<file path="src/design/fmpc_pkg.sv">
// ----------------------------------------------------------------------------
// fmpc_pkg
// Types and constants for the fleet motion and proximity check unit.
// ----------------------------------------------------------------------------
package fmpc_pkg;

	localparam int MUL_W  = 32;
	localparam int PROD_W = 2 * MUL_W;

	typedef logic [1:0] func_t;
	localparam func_t FUNC_LOAD  = 2'd0;
	localparam func_t FUNC_TICK  = 2'd1;
	localparam func_t FUNC_CLEAR = 2'd2;

	typedef logic cfg_idx_t;
	localparam cfg_idx_t CFG_STEP   = 1'b0;
	localparam cfg_idx_t CFG_MARGIN = 1'b1;

	localparam logic [9:0]  STEP_RESET   = 10'd100;
	localparam logic [15:0] MARGIN_RESET = 16'd512;

	typedef struct packed {
		logic signed [23:0] x;
		logic signed [23:0] y;
		logic [15:0]        speed;
		logic [12:0]        heading;
		logic [15:0]        len;
	} vehicle_t;

	// angle in 1/16 degree
	localparam logic [12:0] ANG_QUARTER = 13'd1440;
	localparam logic [12:0] ANG_HALF    = 13'd2880;
	localparam logic [12:0] ANG_3QUART  = 13'd4320;
	localparam logic [12:0] ANG_FULL    = 13'd5760;

	// (a << 16) / 1440 == ((a << 11) * RECIP_45) >> 28 for a <= 1440
	localparam logic [22:0] RECIP_45   = 23'd5965233;
	// y / 1000 == (y * RECIP_1000) >> 37 for y < 2^27
	localparam logic [27:0] RECIP_1000 = 28'd137438954;
	localparam logic [41:0] HALF_DIV   = 42'd16384000;

	// odd polynomial coefficients, Q30
	localparam logic [31:0] COEF_C9 = 32'd172272;
	localparam logic [31:0] COEF_TAB [4] = '{
		32'd5026995, 32'd85569305, 32'd693598670, 32'd1686629713
	};

	localparam logic [14:0] TRIG_MAX = 15'd32767;

	localparam logic signed [25:0] POS_MAX = 26'sd8388607;
	localparam logic signed [25:0] POS_MIN = -26'sd8388608;

endpackage

</file>
<file path="src/design/fleet_motion_proximity_check_unit.sv">
// ----------------------------------------------------------------------------
// fleet_motion_proximity_check_unit
// Load, clear and tick a table of vehicles; a tick moves every vehicle and
// checks all pairs for proximity, using one shared multiplier throughout.
// A tick with under two vehicles answers in the cycle after it is taken.
// A full tick reads and moves each vehicle, then scans the pairs, and stops
// early when a close pair is found. No new item is taken during a tick.
// Asynchronous active-low reset empties the table and zeroes elapsed time.
// ----------------------------------------------------------------------------
module fleet_motion_proximity_check_unit import fmpc_pkg::*; #(
	parameter int MAX_VEHICLES = 16
) (
	input  logic               clk,
	input  logic               arst_n,
	input  logic               in_valid,
	output logic               in_stall,
	input  logic [1:0]         func,
	input  logic [3:0]         slot,
	input  logic signed [23:0] pos_x,
	input  logic signed [23:0] pos_y,
	input  logic [15:0]        speed_in,
	input  logic [12:0]        heading,
	input  logic [15:0]        body_length,
	output logic               out_valid,
	input  logic               out_stall,
	output logic               too_few,
	output logic               collision,
	output logic [4:0]         vehicle_count,
	output logic [31:0]        elapsed_ms,
	input  logic               cfg_valid,
	output logic               cfg_ready,
	input  logic               cfg_index,
	input  logic [15:0]        cfg_data
);

	localparam int IW = $clog2(MAX_VEHICLES);
	localparam int CW = $clog2(MAX_VEHICLES + 1);

	typedef enum logic [4:0] {
		S_IDLE, S_VRD, S_VLAT, S_ANG, S_MT, S_MT2, S_MH0, S_MH, S_MR, S_MS,
		S_MD, S_MU, S_PRI, S_PLI, S_PLJ, S_PDY, S_PM, S_PCMP, S_DONE
	} state_t;

	state_t          state_q;
	logic [CW-1:0]   cnt_q;
	logic [31:0]     time_q;
	logic [9:0]      step_q;
	logic [15:0]     margin_q;
	logic [IW-1:0]   idx_q;
	logic [IW-1:0]   jdx_q;
	logic [1:0]      k_q;
	logic            axis_q;
	logic            hit_q;
	logic            out_valid_q;
	logic            too_few_q;
	logic            collision_q;
	logic [CW-1:0]   count_q;
	logic [31:0]     elapsed_q;

	// datapath
	vehicle_t        rec_q;
	logic [10:0]     arg_q;
	logic            neg_q;
	logic [16:0]     t_q;
	logic [16:0]     t2_q;
	logic signed [23:0] newx_q;
	logic [24:0]     ady_q;
	logic [16:0]     m_q;
	logic [50:0]     sum_q;

	logic [MUL_W-1:0]  mul_a;
	logic [MUL_W-1:0]  mul_b;
	logic [PROD_W-1:0] prod;

	logic              in_acc;
	logic              load_ok;
	logic              ram_we;
	logic [IW-1:0]     ram_waddr;
	logic [IW-1:0]     ram_raddr;
	vehicle_t          ram_wdata;
	vehicle_t          ram_rdata;

	logic [12:0]       h1;
	logic [12:0]       hc;
	logic [12:0]       h2;
	logic [10:0]       arg_d;
	logic              neg_d;
	logic [16:0]       t_d;
	logic [16:0]       t2_d;
	logic [31:0]       p_d;
	logic [48:0]       rnd;
	logic [14:0]       trig_d;
	logic [41:0]       ysum;
	logic [17:0]       d_d;
	logic signed [23:0] pos_sel;
	logic signed [25:0] pos_n;
	logic signed [23:0] pos_d;
	logic signed [24:0] dx;
	logic signed [24:0] dy;
	logic [24:0]       adx;
	logic [24:0]       ady;
	logic [16:0]       m_d;
	logic              close;
	logic [32:0]       time_sum;
	logic [IW-1:0]     jdx_nx;

	assign in_acc  = in_valid & ~in_stall;
	assign load_ok = (32'(slot) < 32'(cnt_q)) ||
	                 ((32'(slot) == 32'(cnt_q)) && (32'(cnt_q) < MAX_VEHICLES));
	assign in_stall  = (state_q != S_IDLE) | (out_valid_q & (func == FUNC_TICK));
	assign cfg_ready = (state_q == S_IDLE);

	assign out_valid     = out_valid_q;
	assign too_few       = too_few_q;
	assign collision     = collision_q;
	assign vehicle_count = 5'(count_q);
	assign elapsed_ms    = elapsed_q;

	assign time_sum = {1'b0, time_q} + 33'(step_q);
	assign jdx_nx   = jdx_q + IW'(1);

	// heading reduction and quadrant fold
	always_comb begin
		h1 = (rec_q.heading >= ANG_FULL) ? rec_q.heading - ANG_FULL : rec_q.heading;
		hc = axis_q ? h1 : h1 + ANG_QUARTER;
		h2 = (hc >= ANG_FULL) ? hc - ANG_FULL : hc;
		if (h2 < ANG_QUARTER) begin
			arg_d = 11'(h2);
			neg_d = 1'b0;
		end else if (h2 < ANG_HALF) begin
			arg_d = 11'(ANG_HALF - h2);
			neg_d = 1'b0;
		end else if (h2 < ANG_3QUART) begin
			arg_d = 11'(h2 - ANG_HALF);
			neg_d = 1'b1;
		end else begin
			arg_d = 11'(ANG_FULL - h2);
			neg_d = 1'b1;
		end
	end

	assign t_d    = prod[44:28];
	assign t2_d   = prod[32:16];
	assign p_d    = COEF_TAB[k_q] - prod[47:16];
	assign rnd    = {1'b0, prod[63:16]} + 49'd16384;
	assign trig_d = (rnd[48:15] > 34'(TRIG_MAX)) ? TRIG_MAX : rnd[29:15];
	assign ysum   = {1'b0, prod[40:0]} + HALF_DIV;
	assign d_d    = prod[54:37];

	// move one axis with saturation
	always_comb begin
		pos_sel = axis_q ? rec_q.y : rec_q.x;
		pos_n   = neg_q ? {{2{pos_sel[23]}}, pos_sel} - $signed({8'd0, d_d})
		                : {{2{pos_sel[23]}}, pos_sel} + $signed({8'd0, d_d});
		if (pos_n > POS_MAX) begin
			pos_d = 24'sh7FFFFF;
		end else if (pos_n < POS_MIN) begin
			pos_d = -24'sh800000;
		end else begin
			pos_d = pos_n[23:0];
		end
	end

	// pair distances
	assign dx    = {rec_q.x[23], rec_q.x} - {ram_rdata.x[23], ram_rdata.x};
	assign dy    = {rec_q.y[23], rec_q.y} - {ram_rdata.y[23], ram_rdata.y};
	assign adx   = dx[24] ? 25'(-dx) : 25'(dx);
	assign ady   = dy[24] ? 25'(-dy) : 25'(dy);
	assign m_d   = ((rec_q.len > ram_rdata.len) ? {1'b0, rec_q.len} : {1'b0, ram_rdata.len})
	               + {1'b0, margin_q};
	assign close = {13'd0, sum_q} <= prod;

	// multiplier operand selection
	always_comb begin
		mul_a = '0;
		mul_b = '0;
		case (state_q)
			S_MT: begin
				mul_a = MUL_W'({arg_q, 11'd0});
				mul_b = MUL_W'(RECIP_45);
			end
			S_MT2: begin
				mul_a = MUL_W'(t_d);
				mul_b = MUL_W'(t_d);
			end
			S_MH0: begin
				mul_a = COEF_C9;
				mul_b = MUL_W'(t2_d);
			end
			S_MH: begin
				mul_a = p_d;
				mul_b = (k_q == 2'd3) ? MUL_W'(t_q) : MUL_W'(t2_q);
			end
			S_MR: begin
				mul_a = MUL_W'(trig_d);
				mul_b = MUL_W'(rec_q.speed);
			end
			S_MS: begin
				mul_a = MUL_W'(prod[30:0]);
				mul_b = MUL_W'(step_q);
			end
			S_MD: begin
				mul_a = MUL_W'(ysum[41:15]);
				mul_b = MUL_W'(RECIP_1000);
			end
			S_PLJ: begin
				mul_a = MUL_W'(adx);
				mul_b = MUL_W'(adx);
			end
			S_PDY: begin
				mul_a = MUL_W'(ady_q);
				mul_b = MUL_W'(ady_q);
			end
			S_PM: begin
				mul_a = MUL_W'(m_q);
				mul_b = MUL_W'(m_q);
			end
			default: begin
				mul_a = '0;
				mul_b = '0;
			end
		endcase
	end

	// table port control
	always_comb begin
		ram_we    = 1'b0;
		ram_waddr = idx_q;
		ram_wdata = '{x: newx_q, y: pos_d, speed: rec_q.speed,
		              heading: rec_q.heading, len: rec_q.len};
		ram_raddr = idx_q;
		if (state_q == S_IDLE && in_acc && func == FUNC_LOAD && load_ok) begin
			ram_we    = 1'b1;
			ram_waddr = IW'(slot);
			ram_wdata = '{x: pos_x, y: pos_y, speed: speed_in,
			              heading: heading, len: body_length};
		end else if (state_q == S_MU && axis_q) begin
			ram_we = 1'b1;
		end
		case (state_q)
			S_PLI:  ram_raddr = jdx_q;
			S_PCMP: ram_raddr = jdx_nx;
			default: ram_raddr = idx_q;
		endcase
	end

	fmpc_ram #(
		.WIDTH ($bits(vehicle_t)),
		.DEPTH (MAX_VEHICLES)
	) u_table (
		.clk   (clk),
		.we    (ram_we),
		.waddr (ram_waddr),
		.wdata (ram_wdata),
		.raddr (ram_raddr),
		.rdata (ram_rdata)
	);

	fmpc_mul u_mul (
		.clk  (clk),
		.a    (mul_a),
		.b    (mul_b),
		.prod (prod)
	);

	// sequencer and result word
	always_ff @(posedge clk or negedge arst_n) begin
		if (!arst_n) begin
			state_q     <= S_IDLE;
			cnt_q       <= '0;
			time_q      <= '0;
			step_q      <= STEP_RESET;
			margin_q    <= MARGIN_RESET;
			idx_q       <= '0;
			jdx_q       <= '0;
			k_q         <= '0;
			axis_q      <= 1'b0;
			hit_q       <= 1'b0;
			out_valid_q <= 1'b0;
			too_few_q   <= 1'b0;
			collision_q <= 1'b0;
			count_q     <= '0;
			elapsed_q   <= '0;
		end else begin
			if (out_valid_q && !out_stall) begin
				out_valid_q <= 1'b0;
			end
			if (cfg_valid && cfg_ready) begin
				case (cfg_index)
					CFG_STEP:   step_q   <= cfg_data[9:0];
					CFG_MARGIN: margin_q <= cfg_data;
					default:    step_q   <= step_q;
				endcase
			end
			case (state_q)
				S_IDLE: begin
					if (in_acc) begin
						case (func)
							FUNC_LOAD: begin
								if (load_ok && 32'(slot) == 32'(cnt_q)) begin
									cnt_q <= cnt_q + CW'(1);
								end
							end
							FUNC_CLEAR: begin
								cnt_q  <= '0;
								time_q <= '0;
							end
							FUNC_TICK: begin
								if (32'(cnt_q) < 2) begin
									out_valid_q <= 1'b1;
									too_few_q   <= 1'b1;
									collision_q <= 1'b0;
									count_q     <= cnt_q;
									elapsed_q   <= time_q;
								end else begin
									time_q  <= time_sum[32] ? '1 : time_sum[31:0];
									idx_q   <= '0;
									state_q <= S_VRD;
								end
							end
							default: begin
								state_q <= S_IDLE;
							end
						endcase
					end
				end
				S_VRD:  state_q <= S_VLAT;
				S_VLAT: begin
					axis_q  <= 1'b0;
					state_q <= S_ANG;
				end
				S_ANG:  state_q <= S_MT;
				S_MT:   state_q <= S_MT2;
				S_MT2:  state_q <= S_MH0;
				S_MH0: begin
					k_q     <= '0;
					state_q <= S_MH;
				end
				S_MH: begin
					k_q <= k_q + 2'd1;
					if (k_q == 2'd3) begin
						state_q <= S_MR;
					end
				end
				S_MR: state_q <= S_MS;
				S_MS: state_q <= S_MD;
				S_MD: state_q <= S_MU;
				S_MU: begin
					if (!axis_q) begin
						axis_q  <= 1'b1;
						state_q <= S_ANG;
					end else if (32'(idx_q) + 1 == 32'(cnt_q)) begin
						idx_q   <= '0;
						jdx_q   <= IW'(1);
						hit_q   <= 1'b0;
						state_q <= S_PRI;
					end else begin
						idx_q   <= idx_q + IW'(1);
						state_q <= S_VRD;
					end
				end
				S_PRI: state_q <= S_PLI;
				S_PLI: state_q <= S_PLJ;
				S_PLJ: state_q <= S_PDY;
				S_PDY: state_q <= S_PM;
				S_PM:  state_q <= S_PCMP;
				S_PCMP: begin
					if (close) begin
						hit_q   <= 1'b1;
						state_q <= S_DONE;
					end else if (32'(jdx_q) + 1 < 32'(cnt_q)) begin
						jdx_q   <= jdx_nx;
						state_q <= S_PLJ;
					end else if (32'(idx_q) + 2 < 32'(cnt_q)) begin
						idx_q   <= idx_q + IW'(1);
						jdx_q   <= idx_q + IW'(2);
						state_q <= S_PRI;
					end else begin
						state_q <= S_DONE;
					end
				end
				S_DONE: begin
					out_valid_q <= 1'b1;
					too_few_q   <= 1'b0;
					collision_q <= hit_q;
					count_q     <= cnt_q;
					elapsed_q   <= time_q;
					state_q     <= S_IDLE;
				end
				default: state_q <= S_IDLE;
			endcase
		end
	end

	// working registers
	always_ff @(posedge clk) begin
		case (state_q)
			S_VLAT: rec_q <= ram_rdata;
			S_PLI:  rec_q <= ram_rdata;
			S_ANG: begin
				arg_q <= arg_d;
				neg_q <= neg_d;
			end
			S_MT2: t_q  <= t_d;
			S_MH0: t2_q <= t2_d;
			S_MU: begin
				if (!axis_q) begin
					newx_q <= pos_d;
				end
			end
			S_PLJ: begin
				ady_q <= ady;
				m_q   <= m_d;
			end
			S_PDY: sum_q <= 51'(prod[49:0]);
			S_PM:  sum_q <= sum_q + 51'(prod[49:0]);
			default: begin
				t_q <= t_q;
			end
		endcase
	end

`ifndef SYNTHESIS
	a_busy_stalls: assert property (@(posedge clk) disable iff (!arst_n)
		(state_q != S_IDLE) |-> in_stall)
		else $error("input taken during a tick");
	a_done_result: assert property (@(posedge clk) disable iff (!arst_n)
		(state_q == S_DONE) |=> (out_valid && !too_few))
		else $error("tick result missing");
	a_few_no_hit: assert property (@(posedge clk) disable iff (!arst_n)
		(out_valid && too_few) |-> !collision)
		else $error("refused tick reports a collision");
	a_cnt_bound: assert property (@(posedge clk) disable iff (!arst_n)
		32'(cnt_q) <= MAX_VEHICLES)
		else $error("vehicle count above table size");
`endif

endmodule

</file>
<file path="src/design/fmpc_ram.sv">
// ----------------------------------------------------------------------------
// fmpc_ram
// Simple dual-port RAM: one write port, one read port, registered read data.
// ----------------------------------------------------------------------------
module fmpc_ram #(
	parameter int WIDTH = 8,
	parameter int DEPTH = 16
) (
	input  logic                     clk,
	input  logic                     we,
	input  logic [$clog2(DEPTH)-1:0] waddr,
	input  logic [WIDTH-1:0]         wdata,
	input  logic [$clog2(DEPTH)-1:0] raddr,
	output logic [WIDTH-1:0]         rdata
);

	logic [WIDTH-1:0] mem [DEPTH];

	always_ff @(posedge clk) begin
		if (we) begin
			mem[waddr] <= wdata;
		end
		rdata <= mem[raddr];
	end

endmodule

</file>
<file path="src/design/fmpc_mul.sv">
// ----------------------------------------------------------------------------
// fmpc_mul
// Shared unsigned 32x32 multiplier with registered product.
// ----------------------------------------------------------------------------
module fmpc_mul import fmpc_pkg::*; (
	input  logic              clk,
	input  logic [MUL_W-1:0]  a,
	input  logic [MUL_W-1:0]  b,
	output logic [PROD_W-1:0] prod
);

	always_ff @(posedge clk) begin
		prod <= a * b;
	end

endmodule

</file>
<file path="config.mk">
export PLATFORM = sky130hd
export DESIGN_NAME = fleet_motion_proximity_check_unit
export DESIGN_NICKNAME = d
export VERILOG_FILES = /design/src/design/fmpc_pkg.sv /design/src/design/fleet_motion_proximity_check_unit.sv /design/src/design/fmpc_ram.sv /design/src/design/fmpc_mul.sv
export SDC_FILE = /design/constraint.sdc
export NUM_CORES = 2
export LEC_CHECK = 0
export ABC_AREA = 0
export BUFFER_PORTS_ARGS = -buffer_cell sky130_fd_sc_hd__buf_2
export CAP_MARGIN = 20
export CORE_UTILIZATION = 64
export DETAILED_ROUTE_END_ITERATION = 12
export GPL_ROUTABILITY_DRIVEN = 0
export PLACE_DENSITY_LB_ADDON = 0.25
export SYNTH_ARGS = -nofsm -noshare
export SYNTH_HDL_FRONTEND = slang
export SYNTH_SLANG_ARGS = --single-unit
</file>
<file path="constraint.sdc">
create_clock -name clk -period 12.4 [get_ports clk]
set_input_delay 1.86 -clock clk [delete_from_list [all_inputs] [get_ports clk]]
set_output_delay 1.86 -clock clk [all_outputs]
set_load 0.01 [all_outputs]
</file>
==> metrics.txt <==
dominant register cell in the synthesized netlist=edfxtp_1; Iteration-0 DRC Markers=11.32k; xor and xnor fraction of the mapped netlist area=2.278%; setup repair after global routing missed its margin=no; sequential fraction of the synthesis area=49.37%; run status=complete, but fails checks; slowest cell delay on critical path=930 ps; failing checks=design-rule violations; commonest cells in the synthesized netlist=1744 x edfxtp_1, 1177 x inv_1, 941 x nand2_1; most common cell type on the critical path=fa_1; power dissipated by switching net loads=4.656 mW; synth unique cells=115; number of routed nets with antenna violations=0; maxcap violations=0; Core Box Area=0.1835 mm^2; fraction of synthesized cell area taken by the top area cell type=44.24%; required time at the endpoint of the critical path=13090 ps; Arr. time, crit path=12890 ps; Synth area leader=edfxtp_1; Top-Level Pins=163; largest vdd supply drop=160.2 uV; Hold Path Class=reg2reg; compound-gate portion of the synthesized area=7.931%; count of unresolved DRC violations after routing=6; number of enable-type register cells in the synthesized netlist=1744; detailed-placement wirelength estimate=228900 um; net switching share of the total power=28.29%; maximum number of pins on one net before global-route repair=102; buffer depth of the longest clock path=3; worst slew margin relative to its limit=6.829%; initial antenna violation count=30; FP Rows=157; flops & latches, synth=2017; share of synthesized cell area in full adder, half adder and majority cells=17.68%; synthesized-area fraction occupied by and/or/nand/nor cells=8.895%; classification of the worst setup path=reg2reg; signed area change from the synthesized netlist to the final layout=9.331%; most instantiated library cell after synthesis=edfxtp_1; async set-or-reset flop fraction in the synthesized netlist=5.949%; ratio of cells with drive above 1 in the final layout=13.65%; detail-routed via count per cell=6.708; number of optimization iterations in the first detailed-route pass=13; area of all placed cells without fillers=0.1294 mm^2; Worst Clk Skew=50.80 ps; clock insertion delay at the later pin of the skew report=860 ps; PwrDens=127.2 mW/mm^2; IO Port Bufs=162; combinational share of power=17.3%; number of buffers added by the clock tree synthesis step=190; total gr overflow=0; Avg Inst Size Synth=12.54 um^2; clock transition at the registers of the reported paths=60 ps; Die W=432.1 um; Final Power=16.46 mW; fraction of power consumed by sequential logic=46.1%; share of the clock period used by the worst path=98.41%; synthesis warning total=0; Setup-failing EPs final=0; largest fanout of any net on the critical path=9; setup_tns=0 ps; startpoint class of the critical path=register; shortest clock period the worst path allows after layout=12200 ps; share of synthesized area spent on multiplexers=8.596%; wire length of the first global-routing pass=526600 um; total count of hold-check failures in the final report=0; category of the worst setup path capture point=register; count of filler cells inserted in the layout=12.14k; largest family of logic cells by synthesized area=adder cells; P_leak=49.25 nW; worst-margin pin slew=1383 ps; Max Fclk=81.95 MHz; DRT Wirelength=356100 um; DIE AREA=0.1867 mm^2; Max stage delay cell, worst path=xnor2_1; Wirelength per Cell=28.99 um; cell at the root of the clock tree=clkbuf_16; internal cell power=11.80 mW; clock tree from TritonCTS=done; max-slew violation count=0; overall fraction of global-route tracks in use=38.52%; TritonCTS Sinks=2017; vias after detailed routing=82.42k; initial standard-cell utilization of the core=64.52%; netlist area before placement=0.1184 mm^2; # H-tree levels=4; fraction of power consumed by the clock network=36.6%; vias in the first global route=83.21k; Post-DP Area=0.1228 mm^2; top post-synthesis cells by area=edfxtp_1 44%, fa_1 12%, mux4_2 7.1%; synthesized instance count=9441; # nets final=11.00k; Die Span Y=432.1 um
## critical path, delay by kind of cell (launching register included)
family,cells,cell delay (ps)
AO/OA/AOI/OAI,13,3560
adder cells (fa/ha/maj),9,4260
flip-flops,1,410
XOR/XNOR,1,930
buffers and inverters,7,600
AND/OR/NAND/NOR,9,2300
## final timing paths
path                            depth (start not counted)  slack [ps]               from             end
worst max-delay path                                   39         200  u_table.rdata[70]  u_mul.prod[38]
worst min-delay path                                    0         410  u_table.rdata[26]       rec_q[26]
worst max register to register                         39         200  u_table.rdata[70]  u_mul.prod[38]
worst min register to register                          0         410  u_table.rdata[26]       rec_q[26]
max in group asynchronous                               2        9940             arst_n          k_q[1]
min in group asynchronous                               1        1060             arst_n  elapsed_ms[22]
## routing by layer
metal	share of wire [%]	track usage, %
met1	34	48.03
met4	8.3	26.92
met2	45	58.98
met5	0.011	0
met3	13	10.21
## power by group through the flow
stage	Sequential, mW	Clock [mW]	Combinational [mW]
after floorplan	7.67	0	1.77
after global placement	7.72	0	2.59
after detailed placement	7.72	0	2.65
after CTS	7.58	6.05	2.67
after global routing	7.59	6.29	3.02
final	7.59	6.03	2.84
## stage by stage
stage,util (%),hold WS (ps),setup slack [ps],instances
after floorplan,-,385.5,1977,9496
after global placement,66.89,385.5,578.0,11895
after detailed placement,66.90,388.7,462.7,11898
after CTS,70.43,404.1,414.5,12257
after global routing,70.53,405.3,7.191,12281
final,70.54,405.1,197.5,12287
## area by class of cell
cell class	instances	area (um^2)	area share, %
sequential	2017	58440	45.16
clock inverter	97	1165	0.9000
timing repair buffer	392	2696	2.083
clock buffer	262	5300	4.095
tap	2464	3083	2.382
inverter	1178	4423	3.417
antenna	16	40.04	0.03094
multi-input combinational	5861	54280	41.94
## state kept, by name, indices dropped and copies added (netlist names), 16 cells and up
name,flops
t_q,17
t2_q,17
u_mul.prod,60
elapsed_ms,32
m_q,17
u_table.rdata,93
ady_q,25
margin_q,16
u_table.mem,1488
rec_q,93
time_q,32
newx_q,24
sum_q,51
## what timing repair did
| action | 4_1_cts | 5_1_grt |
|---|---|---|
| buffers inserted | 0 | 6 |
| setup endpoints to repair | 0 | 7 |
| hold buffers | 0 | 0 |
| gates resized for setup | 0 | 16 |
| hold endpoints to repair | 0 | 0 |
## logic make-up (layout without fill, tap and decap cells)
kind of cell | count (synthesis) | in the layout
flip-flops | 2017 | 2017
XOR/XNOR | 307 | 307
other | 2 | 73
adder cells (fa/ha/maj) | 1239 | 1239
buffers and inverters | 1618 | 1929
AO/OA/AOI/OAI | 1416 | 1416
multiplexers | 533 | 533
AND/OR/NAND/NOR | 2309 | 2309
## placed cells by master, fill, tap and decap left out, types with 148 or more instances in the layout
cell type,count
buf_4,217
nand2_1,940
fa_1,724
mux4_2,372
xnor2_1,228
inv_1,1175
a31oi_1,170
clkbuf_16,194
dfxtp_1,153
nor2_1,589
and2_1,148
o21ai_0,241
edfxtp_1,1744
buf_2,161
a21oi_1,343
ha_1,514
Note: power is estimated with default switching activity, not from simulation.
